[src/hw/rtl/ppom_pkg.sv]
// Package for the pixel point operation mapper: mode codes, register
// layout, thresholds and reciprocal constants. Depends on nothing.
package ppom_pkg;

    localparam int unsigned PIX_W  = 8;
    localparam int unsigned MODE_W = 4;

    // Mode codes held in the map_mode register.
    localparam logic [MODE_W-1:0] MODE_IDENTITY  = 4'd0;
    localparam logic [MODE_W-1:0] MODE_GAMMA     = 4'd1;
    localparam logic [MODE_W-1:0] MODE_NEGATIVE  = 4'd2;
    localparam logic [MODE_W-1:0] MODE_STRETCH   = 4'd3;
    localparam logic [MODE_W-1:0] MODE_COMPRESS  = 4'd4;
    localparam logic [MODE_W-1:0] MODE_POSTERIZE = 4'd5;
    localparam logic [MODE_W-1:0] MODE_THRESHOLD = 4'd6;
    localparam logic [MODE_W-1:0] MODE_BOUNDED   = 4'd7;
    localparam logic [MODE_W-1:0] MODE_CONTOUR   = 4'd8;
    localparam logic [MODE_W-1:0] MODE_SOLARIZE  = 4'd9;

    // Register index of map_mode on the configuration port.
    localparam logic REG_MAP_MODE = 1'b0;

    // Gray level constants.
    localparam logic [PIX_W-1:0] PIX_MAX        = 8'd255;
    localparam logic [PIX_W-1:0] STRETCH_LO     = 8'd30;
    localparam logic [PIX_W-1:0] STRETCH_HI     = 8'd225;
    localparam logic [PIX_W-1:0] COMPRESS_OFS   = 8'd30;
    localparam logic [PIX_W-1:0] POSTER_MASK    = 8'hE0;
    localparam logic [PIX_W-1:0] THRESH_LEVEL   = 8'd128;
    localparam logic [PIX_W-1:0] BOUND_LO       = 8'd80;
    localparam logic [PIX_W-1:0] BOUND_MID      = 8'd120;
    localparam logic [PIX_W-1:0] BOUND_HI       = 8'd160;
    localparam logic [4:0]       CONTOUR_HALF   = 5'd16;
    localparam logic [PIX_W-1:0] SOLAR_LEVEL    = 8'd180;

    // Rational gains and reciprocals (scaled by 2^16) for exact division.
    localparam logic [4:0]  STRETCH_NUM = 5'd17;
    localparam logic [3:0]  COMPRESS_NUM = 4'd13;
    localparam logic [12:0] RECIP_13    = 13'd5042;
    localparam logic [11:0] RECIP_17    = 12'd3856;

endpackage

[src/hw/rtl/pixel_point_operation_mapper_unit.sv]
// Top level of the pixel point operation mapper: a four-stage pipeline
// that maps one gray pixel per clock while m_axis_tready stays high. Depends on ppom_pkg.
//
// Pixels enter on the s_axis word channel, one 8-bit gray level per word
// with tlast marking the final pixel of an image, and leave on m_axis in
// the same order, one mapped word per input word, with tlast copied.
// The map_mode register at byte address 0 of the APB port selects one of
// ten point operations; codes above nine pass pixels unchanged. Change it
// only while no pixels are in flight.
// Throughput is one word per clock while m_axis_tready stays high. A word
// passes four register stages before it appears on m_axis: an input
// register, a stage of small constant products (the square and the
// stretch and compression gains), a stage that divides by 255 with shifts
// and adds and by 13 and 17 with reciprocal multiplies, and the output
// register where the mode selects the result. Each stage holds while the
// one after it is full and stalled, so a low m_axis_tready backs up
// through the stages and drops s_axis_tready only once all four are
// full; nothing is lost or repeated.
// Reset clears all stage valid bits and sets map_mode to identity.
module pixel_point_operation_mapper_unit
(
    input  logic        clk,
    input  logic        rst_n,
    // Input pixel stream.
    input  logic        s_axis_tvalid,
    output logic        s_axis_tready,
    input  logic [7:0]  s_axis_tdata,   // [7:0] pixel_in
    input  logic        s_axis_tlast,   // last_in
    // Output pixel stream.
    output logic        m_axis_tvalid,
    input  logic        m_axis_tready,
    output logic [7:0]  m_axis_tdata,   // [7:0] pixel_out
    output logic        m_axis_tlast,   // last_out
    // Configuration port.
    input  logic        psel,
    input  logic        penable,
    input  logic        pwrite,
    input  logic [2:0]  paddr,
    input  logic [31:0] pwdata,
    output logic [31:0] prdata,
    output logic        pready
);

    localparam int unsigned PW = ppom_pkg::PIX_W;
    localparam int unsigned MW = ppom_pkg::MODE_W;

    // Configuration register.
    logic [MW-1:0] map_mode_reg;
    logic          cfg_write;

    assign pready    = 1'b1;
    assign cfg_write = psel && penable && pwrite && (paddr[2] == ppom_pkg::REG_MAP_MODE);
    assign prdata    = (paddr[2] == ppom_pkg::REG_MAP_MODE) ? {28'd0, map_mode_reg} : 32'd0;

    always_ff @(posedge clk or negedge rst_n)
    begin
        if (!rst_n)
        begin
            map_mode_reg <= ppom_pkg::MODE_IDENTITY;
        end
        else if (cfg_write)
        begin
            map_mode_reg <= pwdata[MW-1:0];
        end
    end

    // Stage valid bits and advance chain.
    logic v1_reg, v2_reg, v3_reg, v4_reg;
    logic adv1, adv2, adv3, adv4;

    assign adv4 = !v4_reg || m_axis_tready;
    assign adv3 = !v3_reg || adv4;
    assign adv2 = !v2_reg || adv3;
    assign adv1 = !v1_reg || adv2;
    assign s_axis_tready = adv1;

    always_ff @(posedge clk or negedge rst_n)
    begin
        if (!rst_n)
        begin
            v1_reg <= 1'b0;
            v2_reg <= 1'b0;
            v3_reg <= 1'b0;
            v4_reg <= 1'b0;
        end
        else
        begin
            if (adv1)
            begin
                v1_reg <= s_axis_tvalid;
            end
            if (adv2)
            begin
                v2_reg <= v1_reg;
            end
            if (adv3)
            begin
                v3_reg <= v2_reg;
            end
            if (adv4)
            begin
                v4_reg <= v3_reg;
            end
        end
    end

    // Stage 1: input register.
    logic [PW-1:0] pix1_reg;
    logic          last1_reg;
    logic [MW-1:0] mode1_reg;

    always_ff @(posedge clk)
    begin
        if (adv1)
        begin
            pix1_reg  <= s_axis_tdata;
            last1_reg <= s_axis_tlast;
            mode1_reg <= map_mode_reg;
        end
    end

    // Stage 2: constant products. The stretch product is only meaningful
    // for levels of 30 and up; the select stage ignores it elsewhere.
    logic [15:0]   sq2_reg,  sq2_next;
    logic [11:0]   st2_reg,  st2_next;
    logic [11:0]   cp2_reg,  cp2_next;
    logic [PW-1:0] pix2_reg;
    logic          last2_reg;
    logic [MW-1:0] mode2_reg;
    logic [PW-1:0] st_diff;

    assign st_diff = pix1_reg - ppom_pkg::STRETCH_LO;

    always_comb
    begin
        sq2_next = 16'(pix1_reg) * 16'(pix1_reg);
        st2_next = 12'(st_diff) * 12'(ppom_pkg::STRETCH_NUM);
        cp2_next = 12'(pix1_reg) * 12'(ppom_pkg::COMPRESS_NUM);
    end

    always_ff @(posedge clk)
    begin
        if (adv2)
        begin
            sq2_reg   <= sq2_next;
            st2_reg   <= st2_next;
            cp2_reg   <= cp2_next;
            pix2_reg  <= pix1_reg;
            last2_reg <= last1_reg;
            mode2_reg <= mode1_reg;
        end
    end

    // Stage 3: exact divisions by 255, 13 and 17. For x below 2^16,
    // x/255 equals (x + 1 + x/256)/256; the other two use 16-bit
    // reciprocals scaled by 2^16 whose rounding error stays below one for these ranges.
    logic [PW-1:0] gam3_reg, gam3_next;
    logic [PW-1:0] str3_reg, str3_next;
    logic [PW-1:0] cmp3_reg, cmp3_next;
    logic [PW-1:0] pix3_reg;
    logic          last3_reg;
    logic [MW-1:0] mode3_reg;
    logic [16:0]   gam_sum;
    logic [24:0]   str_prod;
    logic [23:0]   cmp_prod;

    always_comb
    begin
        gam_sum   = 17'(sq2_reg) + 17'd1 + 17'(sq2_reg[15:8]);
        str_prod  = 25'(st2_reg) * 25'(ppom_pkg::RECIP_13);
        cmp_prod  = 24'(cp2_reg) * 24'(ppom_pkg::RECIP_17);
        gam3_next = gam_sum[15:8];
        str3_next = str_prod[23:16];
        cmp3_next = cmp_prod[23:16] + ppom_pkg::COMPRESS_OFS;
    end

    always_ff @(posedge clk)
    begin
        if (adv3)
        begin
            gam3_reg  <= gam3_next;
            str3_reg  <= str3_next;
            cmp3_reg  <= cmp3_next;
            pix3_reg  <= pix2_reg;
            last3_reg <= last2_reg;
            mode3_reg <= mode2_reg;
        end
    end

    // Stage 4: mode select into the output register.
    logic [PW-1:0] pix4_reg, pix4_next;
    logic          last4_reg;

    always_comb
    begin
        case (mode3_reg)
            ppom_pkg::MODE_GAMMA:
            begin
                pix4_next = gam3_reg;
            end
            ppom_pkg::MODE_NEGATIVE:
            begin
                pix4_next = ppom_pkg::PIX_MAX - pix3_reg;
            end
            ppom_pkg::MODE_STRETCH:
            begin
                if (pix3_reg < ppom_pkg::STRETCH_LO)
                begin
                    pix4_next = '0;
                end
                else if (pix3_reg > ppom_pkg::STRETCH_HI)
                begin
                    pix4_next = ppom_pkg::PIX_MAX;
                end
                else
                begin
                    pix4_next = str3_reg;
                end
            end
            ppom_pkg::MODE_COMPRESS:
            begin
                pix4_next = cmp3_reg;
            end
            ppom_pkg::MODE_POSTERIZE:
            begin
                pix4_next = pix3_reg & ppom_pkg::POSTER_MASK;
            end
            ppom_pkg::MODE_THRESHOLD:
            begin
                pix4_next = (pix3_reg < ppom_pkg::THRESH_LEVEL) ? '0 : ppom_pkg::PIX_MAX;
            end
            ppom_pkg::MODE_BOUNDED:
            begin
                if (pix3_reg > ppom_pkg::BOUND_LO && pix3_reg < ppom_pkg::BOUND_MID)
                begin
                    pix4_next = ppom_pkg::BOUND_LO;
                end
                else if (pix3_reg >= ppom_pkg::BOUND_MID && pix3_reg < ppom_pkg::BOUND_HI)
                begin
                    pix4_next = ppom_pkg::BOUND_HI;
                end
                else
                begin
                    pix4_next = pix3_reg;
                end
            end
            ppom_pkg::MODE_CONTOUR:
            begin
                pix4_next = (pix3_reg[4:0] < ppom_pkg::CONTOUR_HALF) ? '0 : pix3_reg;
            end
            ppom_pkg::MODE_SOLARIZE:
            begin
                pix4_next = (pix3_reg < ppom_pkg::SOLAR_LEVEL) ? pix3_reg
                                                               : ppom_pkg::PIX_MAX - pix3_reg;
            end
            default:
            begin
                // Identity, and the unused codes above nine.
                pix4_next = pix3_reg;
            end
        endcase
    end

    always_ff @(posedge clk)
    begin
        if (adv4)
        begin
            pix4_reg  <= pix4_next;
            last4_reg <= last3_reg;
        end
    end

    assign m_axis_tvalid = v4_reg;
    assign m_axis_tdata  = pix4_reg;
    assign m_axis_tlast  = last4_reg;

endmodule

[config.mk]
export PLATFORM = sky130hd
export DESIGN_NAME = pixel_point_operation_mapper_unit
export DESIGN_NICKNAME = d
export VERILOG_FILES = /design/src/hw/rtl/ppom_pkg.sv /design/src/hw/rtl/pixel_point_operation_mapper_unit.sv
export SDC_FILE = /design/constraint.sdc
export NUM_CORES = 1
export LEC_CHECK = 0
export BUFFER_PORTS_ARGS = -buffer_cell sky130_fd_sc_hd__buf_2
export CAP_MARGIN = 20
export CORE_MARGIN = 1
export CORE_UTILIZATION = 45
export DETAILED_ROUTE_END_ITERATION = 10
export GPL_TIMING_DRIVEN = 0
export SLEW_MARGIN = 10
export SYNTH_ARGS = -nofsm -noshare
export SYNTH_HDL_FRONTEND = slang
export SYNTH_SLANG_ARGS = --single-unit
export TNS_END_PERCENT = 1
[constraint.sdc]
create_clock -name clk -period 6.14 [get_ports clk]
set_clock_uncertainty 0.1 [all_clocks]
set_input_delay 1.228 -clock clk [delete_from_list [all_inputs] [get_ports clk]]
set_output_delay 1.228 -clock clk [all_outputs]
set_load 0.1 [all_outputs]
==> out/qor.yml, run 1 <==
final_layout:
  final_nets: 1450
  number_of_flip_flops_under_the_largest_register_name: 15
  layout_common_cells: "inv_1, ha_1, edfxtp_1"
  num_antenna_cells: 0
  postLayoutCoreUtil_pct: 51.7
  final_cell_area_sq_um: 12600
  num-fill-cells: 2211
  most_common_cell_after_layout_fill_and_taps_aside: "inv_1"
  area.growth.synth_to_final_pct: 12.1
  share_of_layout_cells_above_drive_strength_1_pct: 11.1
clocking:
  cts_setup_buffers: 0
  clock_tree_from_tritoncts: "yes"
  cts.path.max_buffers: 2
  postCtsHoldBufs: 0
  cts.sinks: 115
  cts_root_buf: "clkbuf_16"
  clkTransAtPathRegs_ns: 0.06
  cts_buffers: 17
  htreeDepth: 4
  post_cts.resized_instances: 0
  clock_insertion_delay_worst_skew_ns: 0.42
critical_path:
  crit_path_max_fanout: 7
  path_class: "reg2reg"
  setup.worst_path.end_class: "flop"
  cp-start-kind: "flop"
  data_arrival_time_of_the_critical_path_ns: 5.47
  worst_ep_required_time_ns: 6.19
sta:
  max_clock_freq_mhz: 184
  layout_min_cycle_time_ns: 5.42
  relSlewSlack_pct: 42.7
  finalSetupViolCount: 0
  timing_max_transition_violations_final: 0
  totalNegativeSetupSlack_ns: 0
  worstMarginPinSlew_ns: 0.857
  rsz0062_at_grt: "no"
  final-hold-violation-count: 0
  hold_ws_ns: 0.312
  final_min_period_over_clock_period_pct: 88.3
yosys:
  mappedNetlistArea_sq_um: 11300
  synth.yosys.seq_area_share_pct: 30.3
  asyncSetResetFlopFracSynth_pct: 6.96
  synth_edf_count: 107
  synth_warnings: 0
  synth_top_flop_cell: "edfxtp_1"
  synth_area_per_cell_sq_um: 10.8
  synthesis.instances: 1040
  synth.largest_area_cell: "edfxtp_1"
  ys_types: 64
  ys_ff_latch: 115
  synthTopCellsByArea: "edfxtp_1, ha_1, fa_1"
  synth_top_area_share_pct: 28.5
detailed_routing:
  wl_met3_um: 550
  drt_iter0_drc: 335
  wirelength_met1_um: 10500
  num_vias: 7287
  residual_drc: 0
  met2RoutedLength_um: 9720
  antenna_violating_nets_post_route: 0
  maxUsedRoutingLayer: "met4"
  routed_wirelength_um: 21100
  drt-wirelength-per-cell_um: 14.5
  vias_per_cell: 4.99
  detail_route.first_pass.iterations: 5
die:
  fp.dieW_um: 160
  core_area_sq_um: 24500
  die_h_um: 160
  num_rows: 57
  effective_utilization_at_floorplan_pct: 46.1
  top_level_ports: 95
  fp.dieArea_sq_um: 25700
placed_design:
  placed_cell_area_sq_um: 12000
  detailed_place_hpwl_um: 17100
  port_buffers: 35
  gp_congestion: 0.891
global_route:
  grt_pass1_vias: 7338
  grt_usage_pct: 17.8
  global_route_wire_length_before_repair_um: 35900
  grt-ovfl-total: 0
  grt_start_max_net_pins: 37
  grt_antenna_before_repair: 0
hold_path:
  hp-class: "reg2reg"
run_status:
  outcome: "finished clean"
flow_run:
  cap_viol_max_count: 0
## routing by layer
metal  track usage (%)  up-vias
met5                 0        -
met4              5.93        0
met3              3.00       27
met2              28.2      111
met1              24.9     3506
li1                  -     3643
## synthesized netlist by cell type, types with 3 or more instances
cell type  instances
a211oi_1           4
mux2_2            10
a21o_1            15
clkbuf_1          13
o21bai_1           7
nand3_1           11
o211ai_1           3
o211a_1            3
a31oi_1            8
a22oi_1            6
o2111ai_1          5
buf_2              3
o21a_1             8
ha_1             177
o21ai_0           32
or3_1              5
nand2_1           38
xor2_1            15
fa_1              99
nand4_1           11
xnor2_1           44
nor2_1            36
and3_1             5
a21oi_1           31
dfrtp_1            8
o221ai_1           4
nor2b_1           18
inv_1            200
or2_2              4
and2_1            12
nor3_1            18
edfxtp_1         107
o21ai_1            3
buf_4             29
nand2b_1           6
nor4_1             3
## critical path: stages, from the launching register on
cell and delay (ns):
edfxtp_1 0.56, fa_1 0.47, inv_1 0.07, fa_1 0.42, fa_1 0.49, fa_1 0.53, fa_1 0.55, inv_1 0.04
ha_1 0.28, and3_1 0.16, o2111ai_1 0.14, a21oi_1 0.40, o2111ai_1 0.24, a31oi_1 0.37, o31a_1 0.19, o221ai_1 0.13
## cell type report
| type | count | area (sq um) | area share [%] |
|---|---|---|---|
| tap | 324 | 405 | 3.21 |
| timing repair buffer | 37 | 215 | 1.70 |
| multi-input combinational | 707 | 6940 | 54.9 |
| clock inverter | 15 | 208 | 1.64 |
| inverter | 200 | 751 | 5.94 |
| sequential | 115 | 3410 | 27.0 |
| clock buffer | 17 | 425 | 3.37 |
| buffer | 45 | 282 | 2.23 |
## logic make-up (layout without fill, tap and decap cells)
logic type / count (synthesis) / in the layout / synth area share (%)
buffers and inverters: 245 / 314 / 9.15
other: 2 / 29 / 0.0666
AO/OA/AOI/OAI: 151 / 151 / 9.21
adder cells (fa/ha/maj): 276 / 276 / 37.2
AND/OR/NAND/NOR: 181 / 181 / 8.43
multiplexers: 11 / 11 / 1.09
flip-flops: 115 / 115 / 30.3
XOR/XNOR: 59 / 59 / 4.58
## path summary, 6_finish.rpt
path / endpoint / startpoint / cells after the start / slack (ns)
hold reg to reg: mode2_reg[1] / mode1_reg[1] / 0 / 0.31
hold / removal: mode2_reg[1] / mode1_reg[1] / 0 / 0.31
max in group asynchronous: map_mode_reg[2] / rst_n / 1 / 5.23
min in group asynchronous: v3_reg / rst_n / 1 / 0.54
setup / recovery: str3_reg[7] / st2_reg[3] / 15 / 0.72
setup reg to reg: str3_reg[7] / st2_reg[3] / 15 / 0.72
## metrics by stage
stage | setup slack [ns] | cells
floorplan | 1.39 | 1067
global placement | 0.732 | 1426
global route | 0.436 | 1460
finish | 0.720 | 1460
CTS | 0.662 | 1460
detailed placement | 0.711 | 1428
Power of run 1 is left out: the tool's default activity adds up to more than one toggle a clock period on the data nets, which glitch-free logic cannot reach.
==> inputs of run 2 (changes only) <==
--- a/config.mk
+++ b/config.mk
@@ -5,11 +5,11 @@
 export SDC_FILE = /design/constraint.sdc
 export NUM_CORES = 1
 export LEC_CHECK = 0
-export BUFFER_PORTS_ARGS = -buffer_cell sky130_fd_sc_hd__buf_2
 export CAP_MARGIN = 20
 export CORE_MARGIN = 1
 export CORE_UTILIZATION = 45
 export DETAILED_ROUTE_END_ITERATION = 10
+export DONT_BUFFER_PORTS = 1
 export GPL_TIMING_DRIVEN = 0
 export SLEW_MARGIN = 10
 export SYNTH_ARGS = -nofsm -noshare
==> out/qor.yml, run 2 (synthesized netlist as in run 1, its figures left out) <==
critical_path:
  path_delay_family: "adder cells"
  setup.worst_path.end_class: "flop"
  critPathSlowestCell: "edfxtp_1"
  worst_ep_required_time_ns: 6.19  # about the same
  crit_chain: "fa_1, inv_1, fa_1, fa_1, fa_1, fa_1, inv_1, ha_1, and3_1, o2111ai_1, a21oi_1, o2111ai_1, a31oi_1, o31a_1, o221ai_1"
  critical_path_s_largest_stage_delay_ns: 0.56  # about the same
  data_arrival_time_of_the_critical_path_ns: 5.46  # about the same
  cp-start-kind: "flop"
  path_common_cell: "fa_1"
  critPathBufInv: 2  # unchanged
  path_class: "reg2reg"
  crit_path_max_fanout: 7  # unchanged
hold_path:
  hp-class: "reg2reg"
final_layout:
  number_of_flip_flops_under_the_largest_register_name: 15  # unchanged
  final_cell_area_sq_um: 12500  # -1.2%
  final_nets: 1418  # -2.2%
  num_antenna_cells: 0  # unchanged
  share_of_layout_cells_above_drive_strength_1_pct: 8.61  # -2.5 points
  area.growth.synth_to_final_pct: 10.7
  postLayoutCoreUtil_pct: 51.0  # -0.64 points
  most_common_cell_after_layout_fill_and_taps_aside: "inv_1"
  layout_common_cells: "inv_1, ha_1, edfxtp_1"
detailed_routing:
  num_vias: 7196  # -1.2%
  drt_iter0_drc: 357  # +6.6%
  routed_wirelength_um: 21400  # +1.4%
  vias_per_cell: 5.04  # +0.96%
  antenna_violating_nets_post_route: 0  # unchanged
  residual_drc: 0  # unchanged
  drt-wirelength-per-cell_um: 15.0  # +3.7%
  detail_route.first_pass.iterations: 5  # unchanged
clocking:
  cts.path.max_buffers: 2  # unchanged
  postCtsHoldBufs: 0  # unchanged
  clkTransAtPathRegs_ns: 0.06  # about the same
  cts.sinks: 115  # unchanged
  cts_setup_buffers: 0  # unchanged
  cts_root_buf: "clkbuf_16"
  clock_tree_from_tritoncts: "yes"
  post_cts.resized_instances: 0  # unchanged
  htreeDepth: 4  # unchanged
  cts_buffers: 17  # unchanged
  clock_insertion_delay_worst_skew_ns: 0.41  # about the same
sta:
  totalNegativeSetupSlack_ns: 0  # unchanged
  worstMarginPinSlew_ns: 1.07  # +0.216 ns
  layout_min_cycle_time_ns: 5.41  # -0.00788 ns
  timing_max_transition_violations_final: 0  # unchanged
  final_min_period_over_clock_period_pct: 88.2  # -0.13 points
  rsz0062_at_grt: "no"
  final-hold-violation-count: 0  # unchanged
  relSlewSlack_pct: 28.2  # -15 points
  finalSetupViolCount: 0  # unchanged
  max_clock_freq_mhz: 185  # +0.15%
  hold_ws_ns: 0.311  # -0.000673 ns
global_route:
  global_route_wire_length_before_repair_um: 36600  # +2.0%
  grt_start_max_net_pins: 36  # -2.7%
  grt-ovfl-total: 0  # unchanged
  grt_pass1_vias: 7453  # +1.6%
  grt_antenna_before_repair: 0  # unchanged
  grt_usage_pct: 18.2  # +0.34 points
die:
  fp.dieW_um: 160  # unchanged
  num_rows: 57  # unchanged
  fp.dieArea_sq_um: 25700  # unchanged
  die_h_um: 160  # unchanged
  top_level_ports: 95  # unchanged
  core_area_sq_um: 24500  # unchanged
  effective_utilization_at_floorplan_pct: 46.1  # unchanged
placed_design:
  placed_cell_area_sq_um: 11900  # -0.93%
  port_buffers: 0  # -100%
  detailed_place_hpwl_um: 17200  # +0.59%
  gp_congestion: 0.851  # -4.5%
run_status:
  outcome: "finished clean"
flow_run:
  cap_viol_max_count: 0  # unchanged
## run 2: final timing paths
check                                 from               to  slack, ns  cells after the start
worst max-delay path            st2_reg[3]      str3_reg[7]       0.73                     15
worst min-delay path             last1_reg        last2_reg       0.31                      0
worst max register to register  st2_reg[3]      str3_reg[7]       0.73                     15
worst min register to register   last1_reg        last2_reg       0.31                      0
max in group asynchronous            rst_n  map_mode_reg[0]       5.46                      0
min in group asynchronous            rst_n    m_axis_tvalid       0.41                      0
## run 2: layer usage
| layer | GRT usage (%) | vias up | wire length, um |
|---|---|---|---|
| met1 | 24.7 | 3480 | 10200 |
| met3 | 3.49 | 16 | 705 |
| met4 | 4.55 | 0 | 262 |
| li1 | - | 3569 | - |
| met2 | 29.8 | 131 | 10200 |
| met5 | 0 | - | 0 |
## run 2: area by class of cell
cell class	instances	area, sq um
Fill cell	2170	12000
Multi-Input combinational cell	707	6950
Sequential cell	115	3410
Inverter	200	751
Clock buffer	22	454
Tap cell	324	405
Buffer	45	282
Clock inverter	10	134
Timing Repair Buffer	5	93.8
## run 2: stage by stage
step	worst slack (ns)	std cells
floorplan	1.39	1067
global placement	0.701	1391
detailed placement	0.690	1396
CTS	0.653	1428
global route	0.328	1428
finish	0.727	1428
Power of run 2 is left out for the same reason.
==> inputs of run 3 (changes only) <==
--- a/config.mk
+++ b/config.mk
@@ -10,7 +10,6 @@
 export CORE_UTILIZATION = 45
 export DETAILED_ROUTE_END_ITERATION = 10
 export DONT_BUFFER_PORTS = 1
-export GPL_TIMING_DRIVEN = 0
 export SLEW_MARGIN = 10
 export SYNTH_ARGS = -nofsm -noshare
 export SYNTH_HDL_FRONTEND = slang
==> out/qor.yml, run 3 (synthesized netlist as in run 1, its figures left out) <==
clocking:
  clock_tree_from_tritoncts: "yes"
  cts.sinks: 115  # unchanged
  cts.path.max_buffers: 2  # unchanged
  postCtsHoldBufs: 0  # unchanged
  clock_insertion_delay_worst_skew_ns: 0.42  # about the same
  clkTransAtPathRegs_ns: 0.06  # about the same
  cts_root_buf: "clkbuf_16"
  post_cts.resized_instances: 0  # unchanged
  htreeDepth: 4  # unchanged
  cts_setup_buffers: 0  # unchanged
  cts_buffers: 17  # unchanged
final_layout:
  multi_input_area_sq_um: 6950  # about the same
  num-fill-cells: 2185  # +0.69%
  most_common_cell_after_layout_fill_and_taps_aside: "inv_1"
  final_nets: 1374  # -3.1%
  number_of_flip_flops_under_the_largest_register_name: 15  # unchanged
  layout_common_cells: "inv_1, ha_1, edfxtp_1"
  share_of_layout_cells_above_drive_strength_1_pct: 6.13  # -2.5 points
  area.growth.synth_to_final_pct: 7.89
  final-seq-area_sq_um: 3410  # unchanged
  num_antenna_cells: 0  # unchanged
run_status:
  outcome: "finished clean"
hold_path:
  holdPathStages: 0  # unchanged
  hp-class: "reg2reg"
  holdPathEnd: "last2_reg"
  min-delay-start: "last1_reg"
sta:
  layout_min_cycle_time_ns: 5.38  # -0.0348 ns
  worstMarginPinSlew_ns: 1.07  # -0.000188 ns
  relSlewSlack_pct: 28.2  # about the same
  hold_ws_ns: 0.315  # +0.00398 ns
  final_min_period_over_clock_period_pct: 87.6  # -0.57 points
  finalSetupViolCount: 0  # unchanged
  final-hold-violation-count: 0  # unchanged
  totalNegativeSetupSlack_ns: 0  # unchanged
  timing_max_transition_violations_final: 0  # unchanged
  rsz0062_at_grt: "no"
  max_clock_freq_mhz: 186  # +0.65%
critical_path:
  timing.rr.start: "st2_reg[3]"
  critPathBufInv: 2  # unchanged
  critical_path_s_largest_stage_delay_ns: 0.57  # about the same
  crit_path_max_fanout: 7  # unchanged
  crit-reg2reg-capture: "str3_reg[7]"
  path_delay_family: "adder cells"
  crit_chain: "fa_1, inv_1, fa_1, fa_1, fa_1, fa_1, inv_1, ha_1, and3_1, o2111ai_1, a21oi_1, o2111ai_1, a31oi_1, o31a_1, o221ai_1"
  data_arrival_time_of_the_critical_path_ns: 5.44  # -0.02 ns
  worst_ep_required_time_ns: 6.20  # about the same
  critPathSlowestCell: "edfxtp_1"
  path_class: "reg2reg"
  path_common_cell: "fa_1"
  worst-r2r-cell-count: 15  # unchanged
  setup.worst_path.end_class: "flop"
  reg2reg_setup_slack_ns: 0.76  # +0.03 ns
  cp-start-kind: "flop"
detailed_routing:
  antenna_violating_nets_post_route: 0  # unchanged
  residual_drc: 0  # unchanged
  routed_wirelength_um: 20700  # -3.6%
  drt_iter0_drc: 275  # -23%
  drt-wirelength-per-cell_um: 14.9  # -0.57%
  vias_per_cell: 5.05  # +0.18%
  num_vias: 6987  # -2.9%
  detail_route.first_pass.iterations: 5  # unchanged
placed_design:
  detailed_place_hpwl_um: 16700  # -3.1%
  gp_congestion: 0.879  # +3.3%
  port_buffers: 0  # unchanged
global_route:
  grt_usage_pct: 17.4  # -0.80 points
  grt_pass1_vias: 7027  # -5.7%
  grt_start_max_net_pins: 49  # +36%
  grt_antenna_before_repair: 0  # unchanged
  global_route_wire_length_before_repair_um: 34900  # -4.8%
  grt-ovfl-total: 0  # unchanged
die:
  top_level_ports: 95  # unchanged
  num_rows: 57  # unchanged
  fp.dieW_um: 160  # unchanged
  die_h_um: 160  # unchanged
  effective_utilization_at_floorplan_pct: 46.1  # unchanged
  fp.dieArea_sq_um: 25700  # unchanged
  core_area_sq_um: 24500  # unchanged
flow_run:
  cap_viol_max_count: 0  # unchanged
[run 3: layer usage]
layer / part of all wire (%) / wire length (um) / track usage [%]
met2: 47 / 9670 / 28.0
met5: 0 / 0 / 0
met4: 1.1 / 236 / 5.32
met1: 48 / 9950 / 23.5
met3: 3.9 / 804 / 3.54
[run 3: layout make-up]
type / count / share of cell area [%]
clock inverter: 15 / 1.31
timing repair buffer: 6 / 0.535
inverter: 200 / 6.17
tap: 324 / 3.33
multi-input combinational: 707 / 57.1
clock buffer: 17 / 3.50
sequential: 115 / 28.1
[run 3: through the flow]
step                instance area [sq um]  util, %  worst slack (ns)  std cells
global route                        12200     49.7             0.438       1384
floorplan                           11400        -              1.39       1067
detailed placement                  11600     47.4             0.799       1352
CTS                                 12200     49.7             0.766       1384
finish                              12200     49.7             0.762       1384
global placement                    11600     47.4             0.842       1352
[run 3: worst max-delay path by stage]
stage,cells after the start,startpoint,end
2_1_floorplan,15,st2_reg[3],str3_reg[7]
3_3_place_gp,15,st2_reg[3],str3_reg[7]
3_5_place_dp,15,st2_reg[3],str3_reg[7]
4_1_cts,15,st2_reg[3],str3_reg[7]
5_1_grt,15,st2_reg[3],str3_reg[7]
6_report,15,st2_reg[3],str3_reg[7]
[run 3: worst register-to-register path: cells and delay by family, from the launching register on]
family                     cells  cell delay, ns
buffers and inverters          2            0.13
DFF                            1            0.57
AOI/OAI and AO/OA              6            1.43
adders and majority gates      6            2.74
and+or+nand+nor                1            0.16
Power of run 3 is left out for the same reason.
